[src/design/qdwd_pkg.sv]
package qdwd_pkg;

	localparam int DEF_COUNT_WIDTH = 32;
	localparam int DEF_TIME_WIDTH  = 32;

	localparam int CFG_WIDTH       = 32;
	localparam int CFG_INDEX_WIDTH = 1;

	typedef logic [1:0]                 mode_t;
	typedef logic [CFG_INDEX_WIDTH-1:0] cfg_index_t;

	localparam mode_t MODE_IDLE = 2'd0;
	localparam mode_t MODE_FWD  = 2'd1;
	localparam mode_t MODE_REV  = 2'd2;
	localparam mode_t MODE_ERR  = 2'd3;

	localparam cfg_index_t CFG_MIN_WINDOW = 1'd0;
	localparam cfg_index_t CFG_MAX_WINDOW = 1'd1;

	localparam logic [CFG_WIDTH-1:0] MIN_WINDOW_RESET = 32'd250000;
	localparam logic [CFG_WIDTH-1:0] MAX_WINDOW_RESET = 32'd500000;

	typedef struct packed {
		logic [CFG_WIDTH-1:0] min_window_ticks;
		logic [CFG_WIDTH-1:0] max_window_ticks;
	} cfg_t;

	// Transition from the previous phase to the current one.
	function automatic mode_t move_lookup(input logic [1:0] prev, input logic [1:0] cur);
		mode_t m;
		m = MODE_ERR;
		unique case ({prev, cur})
			4'b00_00, 4'b01_01, 4'b10_10, 4'b11_11: m = MODE_IDLE;
			4'b00_10, 4'b01_00, 4'b10_11, 4'b11_01: m = MODE_FWD;
			4'b00_01, 4'b01_11, 4'b10_00, 4'b11_10: m = MODE_REV;
			default:                                m = MODE_ERR;
		endcase
		return m;
	endfunction

endpackage

[src/design/qdwd_sample_if.sv]
interface qdwd_sample_if #(
	parameter int TIME_WIDTH = 32
);
	logic                  valid;
	logic                  ready;
	logic [1:0]            phase;
	logic [TIME_WIDTH-1:0] timestamp;
	logic                  clear_error;

	modport source (output valid, output phase, output timestamp, output clear_error,
		input ready);
	modport sink (input valid, input phase, input timestamp, input clear_error,
		output ready);
endinterface

[src/design/qdwd_result_if.sv]
interface qdwd_result_if #(
	parameter int COUNT_WIDTH = 32,
	parameter int TIME_WIDTH  = 32
);
	logic                          valid;
	logic                          ready;
	logic [1:0]                    direction;
	logic signed [COUNT_WIDTH-1:0] position_count;
	logic                          window_closed;
	logic signed [COUNT_WIDTH-1:0] window_delta;
	logic [TIME_WIDTH-1:0]         window_ticks;

	modport source (output valid, output direction, output position_count,
		output window_closed, output window_delta, output window_ticks, input ready);
	modport sink (input valid, input direction, input position_count,
		input window_closed, input window_delta, input window_ticks, output ready);
endinterface

[src/design/qdwd_in_stage.sv]
module qdwd_in_stage
	import qdwd_pkg::*;
#(
	parameter int TIME_WIDTH = DEF_TIME_WIDTH
) (
	input  logic                  clk,
	input  logic                  arst_n,
	qdwd_sample_if.sink           sample,
	input  logic                  advance,
	output logic                  valid_s1,
	output logic [1:0]            phase_s1,
	output logic [TIME_WIDTH-1:0] timestamp_s1,
	output logic                  clear_error_s1
);

	logic take;

	// Refill when empty or when the held item moves on this cycle.
	assign sample.ready = !valid_s1 || advance;
	assign take         = sample.valid && sample.ready;

	always_ff @(posedge clk or negedge arst_n) begin
		if (!arst_n) begin
			valid_s1 <= 1'b0;
		end else if (sample.ready) begin
			valid_s1 <= sample.valid;
		end
	end

	always_ff @(posedge clk) begin
		if (take) begin
			phase_s1       <= sample.phase;
			timestamp_s1   <= sample.timestamp;
			clear_error_s1 <= sample.clear_error;
		end
	end

endmodule

[src/design/qdwd_track.sv]
module qdwd_track
	import qdwd_pkg::*;
#(
	parameter int COUNT_WIDTH = DEF_COUNT_WIDTH,
	parameter int TIME_WIDTH  = DEF_TIME_WIDTH
) (
	input  logic                  clk,
	input  logic                  arst_n,
	input  cfg_t                  cfg,
	input  logic                  valid_s1,
	input  logic [1:0]            phase_s1,
	input  logic [TIME_WIDTH-1:0] timestamp_s1,
	input  logic                  clear_error_s1,
	output logic                  advance,
	qdwd_result_if.source         result
);

	localparam int CMP_WIDTH = (TIME_WIDTH > CFG_WIDTH) ? TIME_WIDTH : CFG_WIDTH;

	mode_t                  mode_q;
	logic [1:0]             prev_phase_q;
	logic [COUNT_WIDTH-1:0] count_q;
	logic [COUNT_WIDTH-1:0] win_count_q;
	logic [TIME_WIDTH-1:0]  win_start_q;
	logic                   first_q;

	mode_t                  mode_look;
	logic                   clear_act;
	mode_t                  mode_n;
	logic [1:0]             prev_base;
	logic [COUNT_WIDTH-1:0] count_base;
	logic [COUNT_WIDTH-1:0] win_count_base;
	logic [TIME_WIDTH-1:0]  start_base;
	logic [COUNT_WIDTH-1:0] count_n;
	logic [TIME_WIDTH-1:0]  dt;
	logic [CMP_WIDTH-1:0]   dt_x;
	logic                   close;
	logic                   fire;

	logic                   out_valid_q;
	mode_t                  out_dir_q;
	logic [COUNT_WIDTH-1:0] out_count_q;
	logic                   out_closed_q;
	logic [COUNT_WIDTH-1:0] out_delta_q;
	logic [TIME_WIDTH-1:0]  out_ticks_q;

	assign advance = !out_valid_q || result.ready;
	assign fire    = valid_s1 && advance;

	always_comb begin
		mode_look      = (mode_q == MODE_ERR) ? MODE_ERR : move_lookup(prev_phase_q, phase_s1);
		clear_act      = (mode_look == MODE_ERR) && clear_error_s1;
		mode_n         = clear_act ? MODE_IDLE : mode_look;
		prev_base      = clear_act ? phase_s1 : prev_phase_q;
		count_base     = clear_act ? '0 : count_q;
		win_count_base = clear_act ? '0 : win_count_q;
		start_base     = clear_act ? timestamp_s1 : win_start_q;
		case (mode_n)
			MODE_FWD: count_n = count_base + COUNT_WIDTH'(1);
			MODE_REV: count_n = count_base - COUNT_WIDTH'(1);
			default:  count_n = count_base;
		endcase
		dt    = timestamp_s1 - start_base;
		dt_x  = CMP_WIDTH'(dt);
		close = (mode_n != MODE_ERR) &&
			(((dt_x >= CMP_WIDTH'(cfg.min_window_ticks)) && (phase_s1 != prev_base)) ||
			(dt_x >= CMP_WIDTH'(cfg.max_window_ticks)));
	end

	always_ff @(posedge clk or negedge arst_n) begin
		if (!arst_n) begin
			mode_q       <= MODE_IDLE;
			prev_phase_q <= 2'd0;
			count_q      <= '0;
			win_count_q  <= '0;
			win_start_q  <= '0;
			first_q      <= 1'b1;
		end else if (fire) begin
			if (first_q) begin
				// First sample only sets the reference phase and time.
				prev_phase_q <= phase_s1;
				win_start_q  <= timestamp_s1;
				first_q      <= 1'b0;
			end else begin
				mode_q      <= mode_n;
				count_q     <= count_n;
				win_count_q <= close ? count_n : win_count_base;
				win_start_q <= close ? timestamp_s1 : start_base;
				if (mode_n != MODE_ERR) begin
					prev_phase_q <= phase_s1;
				end
			end
		end
	end

	always_ff @(posedge clk or negedge arst_n) begin
		if (!arst_n) begin
			out_valid_q <= 1'b0;
		end else if (advance) begin
			out_valid_q <= valid_s1;
		end
	end

	always_ff @(posedge clk) begin
		if (fire) begin
			if (first_q) begin
				out_dir_q    <= mode_q;
				out_count_q  <= count_q;
				out_closed_q <= 1'b0;
				out_delta_q  <= '0;
				out_ticks_q  <= '0;
			end else begin
				out_dir_q    <= mode_n;
				out_count_q  <= count_n;
				out_closed_q <= close;
				out_delta_q  <= close ? (count_n - win_count_base) : '0;
				out_ticks_q  <= close ? dt : '0;
			end
		end
	end

	assign result.valid          = out_valid_q;
	assign result.direction      = out_dir_q;
	assign result.position_count = out_count_q;
	assign result.window_closed  = out_closed_q;
	assign result.window_delta   = out_delta_q;
	assign result.window_ticks   = out_ticks_q;

endmodule

[src/design/quadrature_decoder_windowed_delta.sv]
// Quadrature decoder (x4) with windowed count delta. Each sample transaction
// carries a two-bit encoder phase, a free-running timestamp and a clear request;
// each produces exactly one result transaction with the direction (idle, forward,
// reverse, error), the wrapping signed position count and, when a measurement
// window closes, the count change and the window length in ticks. A window
// closes once the elapsed ticks reach min_window_ticks on a phase change, or
// reach max_window_ticks regardless. A skipped phase latches the error state:
// counting and window timing hold until a sample with clear_error set arrives,
// which zeroes the count and restarts the window at that sample's own phase
// and timestamp. The very first sample after reset only captures phase and
// time. Throughput is one sample per clock while result.ready does not stall
// the output; each sample passes the input register, then the result register.
// Configuration writes (index 0 min_window_ticks, index 1 max_window_ticks)
// take effect on the next clock and are to be made while no transaction is in
// flight.
module quadrature_decoder_windowed_delta
	import qdwd_pkg::*;
#(
	parameter int COUNT_WIDTH = DEF_COUNT_WIDTH,
	parameter int TIME_WIDTH  = DEF_TIME_WIDTH
) (
	input  logic                 clk,
	input  logic                 arst_n,
	input  logic                 wr_en,
	input  cfg_index_t           wr_index,
	input  logic [CFG_WIDTH-1:0] wr_data,
	qdwd_sample_if.sink          sample,
	qdwd_result_if.source        result
);

	cfg_t                  cfg_q;

	logic                  valid_s1;
	logic [1:0]            phase_s1;
	logic [TIME_WIDTH-1:0] timestamp_s1;
	logic                  clear_error_s1;
	logic                  advance;

	// Configuration registers: write-only, applied on the write edge.
	always_ff @(posedge clk or negedge arst_n) begin
		if (!arst_n) begin
			cfg_q.min_window_ticks <= MIN_WINDOW_RESET;
			cfg_q.max_window_ticks <= MAX_WINDOW_RESET;
		end else if (wr_en) begin
			unique case (wr_index)
				CFG_MIN_WINDOW: cfg_q.min_window_ticks <= wr_data;
				CFG_MAX_WINDOW: cfg_q.max_window_ticks <= wr_data;
				default: ;
			endcase
		end
	end

	// Input register: holds one sample while the result side stalls.
	qdwd_in_stage #(
		.TIME_WIDTH(TIME_WIDTH)
	) u_in_stage (
		.clk            (clk),
		.arst_n         (arst_n),
		.sample         (sample),
		.advance        (advance),
		.valid_s1       (valid_s1),
		.phase_s1       (phase_s1),
		.timestamp_s1   (timestamp_s1),
		.clear_error_s1 (clear_error_s1)
	);

	// Decode, count, window check and result register.
	qdwd_track #(
		.COUNT_WIDTH(COUNT_WIDTH),
		.TIME_WIDTH (TIME_WIDTH)
	) u_track (
		.clk            (clk),
		.arst_n         (arst_n),
		.cfg            (cfg_q),
		.valid_s1       (valid_s1),
		.phase_s1       (phase_s1),
		.timestamp_s1   (timestamp_s1),
		.clear_error_s1 (clear_error_s1),
		.advance        (advance),
		.result         (result)
	);

endmodule

[src/flat_wrapper.sv]
// flat-port wrapper written by rule: the top's interface ports become plain ports
module quadrature_decoder_windowed_delta_flat import qdwd_pkg::*;
#(
	parameter int COUNT_WIDTH = DEF_COUNT_WIDTH,
	parameter int TIME_WIDTH  = DEF_TIME_WIDTH
)
  (clk, arst_n, wr_en, wr_index, wr_data, sample_valid, sample_phase, sample_timestamp, sample_clear_error, sample_ready, result_valid, result_direction, result_position_count, result_window_closed, result_window_delta, result_window_ticks, result_ready);
  qdwd_sample_if #(.TIME_WIDTH(TIME_WIDTH)) sample_i ();
  qdwd_result_if #(.COUNT_WIDTH(COUNT_WIDTH), .TIME_WIDTH(TIME_WIDTH)) result_i ();
  input  logic clk;
  input  logic arst_n;
  input  logic wr_en;
  input  cfg_index_t wr_index;
  input  logic [CFG_WIDTH-1:0] wr_data;
  input wire logic [$bits(sample_i.valid)-1:0] sample_valid;
  input wire logic [$bits(sample_i.phase)-1:0] sample_phase;
  input wire logic [$bits(sample_i.timestamp)-1:0] sample_timestamp;
  input wire logic [$bits(sample_i.clear_error)-1:0] sample_clear_error;
  output wire logic [$bits(sample_i.ready)-1:0] sample_ready;
  output wire logic [$bits(result_i.valid)-1:0] result_valid;
  output wire logic [$bits(result_i.direction)-1:0] result_direction;
  output wire logic [$bits(result_i.position_count)-1:0] result_position_count;
  output wire logic [$bits(result_i.window_closed)-1:0] result_window_closed;
  output wire logic [$bits(result_i.window_delta)-1:0] result_window_delta;
  output wire logic [$bits(result_i.window_ticks)-1:0] result_window_ticks;
  input wire logic [$bits(result_i.ready)-1:0] result_ready;
  assign sample_i.valid = sample_valid;
  assign sample_i.phase = sample_phase;
  assign sample_i.timestamp = sample_timestamp;
  assign sample_i.clear_error = sample_clear_error;
  assign sample_ready = sample_i.ready;
  assign result_valid = result_i.valid;
  assign result_direction = result_i.direction;
  assign result_position_count = result_i.position_count;
  assign result_window_closed = result_i.window_closed;
  assign result_window_delta = result_i.window_delta;
  assign result_window_ticks = result_i.window_ticks;
  assign result_i.ready = result_ready;
  quadrature_decoder_windowed_delta #(.COUNT_WIDTH(COUNT_WIDTH), .TIME_WIDTH(TIME_WIDTH)) u_core (.clk(clk), .arst_n(arst_n), .wr_en(wr_en), .wr_index(wr_index), .wr_data(wr_data), .sample(sample_i), .result(result_i));
endmodule
[config.mk]
export PLATFORM = sky130hd
export DESIGN_NAME = quadrature_decoder_windowed_delta_flat
export DESIGN_NICKNAME = d
export VERILOG_FILES = /design/src/design/qdwd_pkg.sv /design/src/design/qdwd_sample_if.sv /design/src/design/qdwd_result_if.sv /design/src/design/qdwd_in_stage.sv /design/src/design/qdwd_track.sv /design/src/design/quadrature_decoder_windowed_delta.sv /design/src/flat_wrapper.sv
export SDC_FILE = /design/constraint.sdc
export NUM_CORES = 1
export LEC_CHECK = 0
export BUFFER_PORTS_ARGS = -buffer_cell sky130_fd_sc_hd__buf_4
export CAP_MARGIN = 25
export CORE_AREA = 4 4 226 228
export CTS_CLUSTER_SIZE = 8
export DETAILED_ROUTE_END_ITERATION = 8
export DIE_AREA = 0 0 230 232
export PLACE_DENSITY_LB_ADDON = 0.25
export SLEW_MARGIN = 20
export SYNTH_ARGS = -nofsm -noshare
export SYNTH_HDL_FRONTEND = slang
export SYNTH_SLANG_ARGS = --single-unit
[constraint.sdc]
create_clock -name clk -period 12.6 [get_ports clk]
set_input_delay 3.78 -clock clk [delete_from_list [all_inputs] [get_ports clk]]
set_output_delay 3.78 -clock clk [all_outputs]
set_load 0.03 [all_outputs]
==> impl_metrics.env, run 1 <==
export IMPL_endpoint_kind="primary output"
export IMPL_start_util_pct=37.9
export IMPL_routed_via_density=5.33
export IMPL_register_area_sq_um=8220
export IMPL_cp_max_fo=3
export IMPL_cts_hold_buf=0
export IMPL_drtIter0Drc=732
export IMPL_postRouteAntennaNets=0
export IMPL_synthDistinctLibCells=81
export IMPL_hold_slack_ns=0.493
export IMPL_layout_common_cells="nand2_1 (206), buf_4 (190), ha_1 (155), dfrtp_1 (152), edfxtp_1 (134)"
export IMPL_rows=81
export IMPL_grt_usage_pct=18.6
export IMPL_fmax_ghz=0.124
export IMPL_cp_required_ns=8.82
export IMPL_grt_overflow_total=0
export IMPL_fillCellCount=4710
export IMPL_fin_crit_ns=8.04
export IMPL_antenna_found_initial=0
export IMPL_syn_nets=2033
export IMPL_cts_clk_slew_worst_paths_ns=0.05
export IMPL_r2r_setup_slack_ns=4.77
export IMPL_die_area_sq_um=53400
export IMPL_cts_tree="built"
export IMPL_status="finished, final reports clean"
export IMPL_ys_async_sr_fraction_pct=55.5
export IMPL_avgRoutedWirePerCell_microns=18.7
export IMPL_drv_cap=0
export IMPL_route_detailed_drc=0
export IMPL_fin_skew_ns=0.0153
export IMPL_arrival_ns=4.26
export IMPL_fp_dieH_microns=232
export IMPL_htreeDepth=2
export IMPL_yosys_register_bits=301
export IMPL_post_cts_repair_setup_buffers=0
export IMPL_cts_sinks=301
export IMPL_min_to="u_core.u_track.count_q[2]"
export IMPL_min_path_cells=2
export IMPL_num_nets_final=2203
export IMPL_timing_rr_end="u_core.u_track.win_start_q[25]"
export IMPL_grt_pass1_vias=14374
export IMPL_maxSlewViolCount=0
export IMPL_synth_enable_flop_cells=134
export IMPL_ctsResizeCount=0
export IMPL_synth_avg_cell_area_sq_um=10.3
export IMPL_start_kind="primary input"
export IMPL_ios=174
export IMPL_hp_start="u_core.u_track.count_q[2]"
export IMPL_rr_startpoint="u_core.u_in_stage.phase_s1[1]"
export IMPL_root_buffer="clkbuf_16"
export IMPL_die_x_microns=230
export IMPL_min_period_over_period_pct=63.8
export IMPL_path_class="primary input to primary output"
export IMPL_tightest_slew_ns=1.10
export IMPL_cts_buffers_inserted=44
export IMPL_synthToLayoutAreaGrowth_pct=18.2
export IMPL_numPortBuffers=173
export IMPL_cts_buffer_depth=3
export IMPL_dp_hpwl_mm=35.5
export IMPL_layout_drive_gt1_share_pct=19.5
export IMPL_core_area_sq_um=48800
export IMPL_tns_ns=0
export IMPL_hold_viol=0
export IMPL_firstDrtPassIters=5
export IMPL_hold_path_class="flop to flop"
export IMPL_multi_input_area_sq_um=9710
export IMPL_rr_worst_depth=26
export IMPL_ys_warn_count=0
export IMPL_syn_inst=1803
export IMPL_finalSetupViolations=0
export IMPL_final_common_cell="nand2_1"
export IMPL_grt_max_degree=77
export IMPL_routed_wl_mm=49.8
export IMPL_rsz0062_at_grt="false"
export IMPL_seq_area_frac_synth_pct=44.4
export IMPL_vias=14229
export IMPL_clock_latency_ns=0.57
export IMPL_gp_congestion=0.887
export IMPL_ys_flop_type="dfrtp_1"
export IMPL_grt_pass1_wl_mm=80.0
export IMPL_relSlewSlack_pct=26.7
export IMPL_synth_cell_area_sq_um=18500
sequential cells by signal (all words and copies together) (netlist names), 2 cells and up:
register                              flops
u_core.cfg_q                             64
u_core.u_in_stage.phase_s1                2
u_core.u_in_stage.timestamp_s1           32
u_core.u_track.count_q                   32
u_core.u_track.mode_q                     2
u_core.u_track.prev_phase_q               2
u_core.u_track.result.direction           2
u_core.u_track.result.position_count     32
u_core.u_track.result.window_delta       32
u_core.u_track.result.window_ticks       32
u_core.u_track.win_count_q               32
u_core.u_track.win_start_q               32
worst max-delay path, cell delays in order:
cell and delay [ns]:
buf_4 0.11, nand3b_1 0.18, buf_4 0.19
cell families after synthesis:
group / share of synthesized area, %
AOI/OAI and AO/OA: 16.9
buffers and inverters: 3.44
muxes: 7.92
xor gates and xnor gates: 3.26
adders and majority gates: 10.7
DFF: 44.4
and+or+nand+nor: 13.4
cell type report:
class                           count  area share [%]
Sequential cell                   301            37.5
Multi-Input combinational cell   1333            44.3
Antenna cell                        1          0.0114
Tap cell                          664            3.79
Clock buffer                       75            5.65
Inverter                          101            1.74
Clock inverter                      4           0.246
Timing Repair Buffer              192            6.69
cell usage after synthesis, types with 26 or more instances:
master / number / area [sq um]
and3_1: 26 / 163
ha_1: 155 / 1940
o21ai_0: 98 / 490
mux2i_1: 33 / 330
xor2_1: 29 / 254
mux2_2: 101 / 1140
nor3_1: 31 / 155
nor2_1: 83 / 312
dfrtp_1: 152 / 3800
a21oi_1: 104 / 521
nand2_1: 207 / 777
a21o_1: 73 / 548
edfxtp_1: 134 / 4020
xnor2_1: 40 / 350
inv_1: 100 / 375
clkbuf_1: 54 / 203
and2_1: 51 / 319
a22o_1: 33 / 289
through the flow:
stage | setup WS [ns] | utilization, % | cell area [sq um] | instances
after global placement | 4.57 | 42.1 | 20600 | 2590
after CTS | 4.56 | 44.8 | 21900 | 2669
after floorplan | 4.69 | - | 18500 | 1803
after detailed placement | 4.56 | 42.1 | 20600 | 2590
after global routing | 4.17 | 44.8 | 21900 | 2670
final | 4.56 | 44.8 | 21900 | 2671
layer usage:
layer  up-vias  part of all wire (%)  GRT usage [%]
li1       6932                     -              -
met1      6892                    46           24.9
met2       303                    47           30.7
met3       102                   3.9           2.76
met4         0                   3.4           7.11
met5         -                     0              0
worst max-delay path by stage:
stage | start | endpoint | slack [ns] | depth (start not counted)
floorplan | result_ready | sample_ready | 4.69 | 1
global placement | result_ready | sample_ready | 4.57 | 3
detailed placement | result_ready | sample_ready | 4.56 | 3
CTS | result_ready | sample_ready | 4.56 | 3
global route | u_core.u_in_stage.phase_s1[1] | u_core.u_track.result.window_delta[29] | 4.17 | 25
finish | result_ready | sample_ready | 4.56 | 3
Power of run 1 is left out: the tool's default activity adds up to more than one toggle a clock period on the data nets, which glitch-free logic cannot reach.
==> inputs of run 2 (changes only) <==
ABC_AREA = 1   (was default)
CORE_AREA = 4 4 236 238   (was 4 4 226 228)
DIE_AREA = 0 0 240 242   (was 0 0 230 232)
clock period = 8.34 ns   (was 12.6 ns; I/O delays follow)
==> run 2 against run 1 <==
  * Global-route usage increased by 1.8 points
  * Count of clock-buffer cells in the layout up 1
  * Utilization fell by 0.86 points
  * Worst hold slack lost 0.021 ns
  * Setup slack got worse by 3.3 ns
  * Critical path type is now flop to flop
  * Die area rose by 8.8%
==> impl_metrics.env, run 2 <==
export IMPL_status="finished, final reports clean"
export IMPL_fp_dieH_microns=242
export IMPL_layout_common_cells="nand2_1 (758), inv_1 (383), o21ai_0 (267), buf_4 (193), a21oi_1 (185)"
export IMPL_grt_usage_pct=20.4
export IMPL_finalSetupViolations=0
export IMPL_cts_tree="built"
export IMPL_cts_clk_slew_worst_paths_ns=0.06
export IMPL_antenna_found_initial=0
export IMPL_start_kind="flop"
export IMPL_firstDrtPassIters=5
export IMPL_syn_inst=2660
export IMPL_max_stage_delay_ns=0.79
export IMPL_hold_viol=0
export IMPL_synth_top_cells_by_area="edfxtp_1 (20%), dfrtp_1 (19%), nand2_1 (14%)"
export IMPL_start_util_pct=37.7
export IMPL_ctsResizeCount=0
export IMPL_min_period_over_period_pct=84.3
export IMPL_fin_skew_ns=0.0150
export IMPL_regMostFlops="u_core.cfg_q"
export IMPL_fin_crit_ns=7.03
export IMPL_core_area_sq_um=53600
export IMPL_drv_cap=0
export IMPL_fillCellCount=5459
export IMPL_hold_path_class="flop to flop"
export IMPL_maxSlewViolCount=0
export IMPL_htreeDepth=2
export IMPL_cts_buffer_depth=3
export IMPL_syn_nets=2890
export IMPL_cts_buffers_inserted=45
export IMPL_ys_flop_type="dfrtp_1"
export IMPL_synthDistinctLibCells=53
export IMPL_grt_pass1_vias=18064
export IMPL_tns_ns=0
export IMPL_grt_max_degree=114
export IMPL_arrival_ns=7.36
export IMPL_critical_path_most_common_cell="nand2_1"
export IMPL_grt_overflow_total=0
export IMPL_synth_most_common_cell="nand2_1"
export IMPL_die_x_microns=240
export IMPL_cp_max_fo=54
export IMPL_tightest_slew_ns=0.917
export IMPL_vias=18113
export IMPL_route_detailed_drc=0
export IMPL_ys_warn_count=0
export IMPL_synth_cell_area_sq_um=20200
export IMPL_gp_congestion=0.959
export IMPL_final_common_cell="nand2_1"
export IMPL_ios=174
export IMPL_relSlewSlack_pct=37.3
export IMPL_die_area_sq_um=58100
export IMPL_drtIter0Drc=1247
export IMPL_routed_via_density=5.10
export IMPL_num_nets_final=3050
export IMPL_synthToLayoutAreaGrowth_pct=16.6
export IMPL_cp_slowest_cell="a2111oi_0"
export IMPL_postRouteAntennaNets=0
export IMPL_cp_required_ns=8.67
export IMPL_ys_async_sr_fraction_pct=55.5
export IMPL_synth_top_area_share_pct=19.9
export IMPL_yosysTopAreaCell="edfxtp_1"
export IMPL_numPortBuffers=173
export IMPL_rsz0062_at_grt="false"
export IMPL_fmax_ghz=0.142
export IMPL_grt_pass1_wl_mm=96.0
export IMPL_cts_sinks=301
export IMPL_synth_avg_cell_area_sq_um=7.60
export IMPL_root_buffer="clkbuf_16"
export IMPL_rows=85
export IMPL_seq_area_frac_synth_pct=40.7
export IMPL_path_class="flop to flop"
export IMPL_cts_hold_buf=0
export IMPL_avgRoutedWirePerCell_microns=17.0
export IMPL_routed_wl_mm=60.3
export IMPL_post_cts_repair_setup_buffers=0
export IMPL_register_area_sq_um=8230
export IMPL_synth_enable_flop_cells=134
export IMPL_multi_input_area_sq_um=10200
export IMPL_dp_hpwl_mm=45.3
export IMPL_yosys_register_bits=301
export IMPL_yosys_top_cells_count="nand2_1 (758), inv_1 (384), o21ai_0 (267)"
export IMPL_layout_drive_gt1_share_pct=11.4
export IMPL_clock_latency_ns=0.58
export IMPL_num_antenna_cells=0
export IMPL_endpoint_kind="flop"
export IMPL_largest_register_ffs=64
-- run 2: changes by cell type in the layout (fill, tap and decap cells not counted), sizes merged, moves of 45 or more --
cell,previous run,this run
inv,102,390
a21o,73,12
nand2,207,777
a21oi,106,186
nand3,16,125
o21ai,105,278
mux2,101,0
and2,51,6
nor2,83,158
-- run 2: cell families after synthesis --
kind of cell | Yosys count | share of synthesized area [%]
AOI/OAI and AO/OA | 540 | 14.3
xor gates and xnor gates | 57 | 2.69
adders and majority gates | 157 | 9.80
buffers and inverters | 472 | 9.08
DFF | 301 | 40.7
and+or+nand+nor | 1133 | 23.5
-- run 2: path summary, 6_finish.rpt --
kind	startpoint	endpoint	slack, ns	cells after the start
worst max-delay path	u_core.u_in_stage.phase_s1[1]	u_core.u_track.result.window_delta[31]	1.31	33
min in group asynchronous	arst_n	u_core.u_track.count_q[10]	1.97	1
worst min-delay path	u_core.u_track.win_start_q[25]	u_core.u_track.win_start_q[25]	0.47	2
worst max register to register	u_core.u_in_stage.phase_s1[1]	u_core.u_track.result.window_delta[31]	1.31	33
max in group asynchronous	arst_n	u_core.u_track.win_count_q[25]	5.19	2
worst min register to register	u_core.u_track.win_start_q[25]	u_core.u_track.win_start_q[25]	0.47	2
-- run 2: per-layer routing --
metal  share of wire (%)  vias up  routed length (microns)  GRT usage, %
met5                   0        -                        0             0
met4                 2.8        0                     1680          6.55
met3                 4.3       96                     2600          2.19
met2                  49      464                    29500          35.6
met1                  44     8546                    26500          26.4
li1                    -     9007                        -             -
-- run 2: per-stage QoR --
step	hold WS, ns	std cells	utilization (%)	area (sq um)	setup slack [ns]
3_5_place_dp	0.460	3468	41.4	22200	1.48
5_1_grt	0.498	3551	44.0	23600	0.649
2_1_floorplan	0.444	2660	-	20200	2.18
6_report	0.472	3551	44.0	23600	1.31
3_3_place_gp	0.457	3468	41.4	22200	1.65
4_1_cts	0.474	3550	43.9	23500	1.45
-- run 2: cell type report --
cell class	instances	area share, %
repair buffers	195	6.31
clock buffers	76	5.40
multi-input cells	1887	43.1
inverters	390	6.23
well taps	696	3.70
flip-flops and latches	301	34.9
clock inverters	6	0.345
-- run 2: worst max-delay path, delay by kind of cell, from the launching register on --
kind / cells / cell delay (ns)
xor gates and xnor gates: 1 / 0.15
adders and majority gates: 3 / 1.29
buffers and inverters: 6 / 1.04
DFF: 1 / 0.41
and+or+nand+nor: 17 / 1.97
AOI/OAI and AO/OA: 6 / 1.90
Power of run 2 is left out for the same reason.
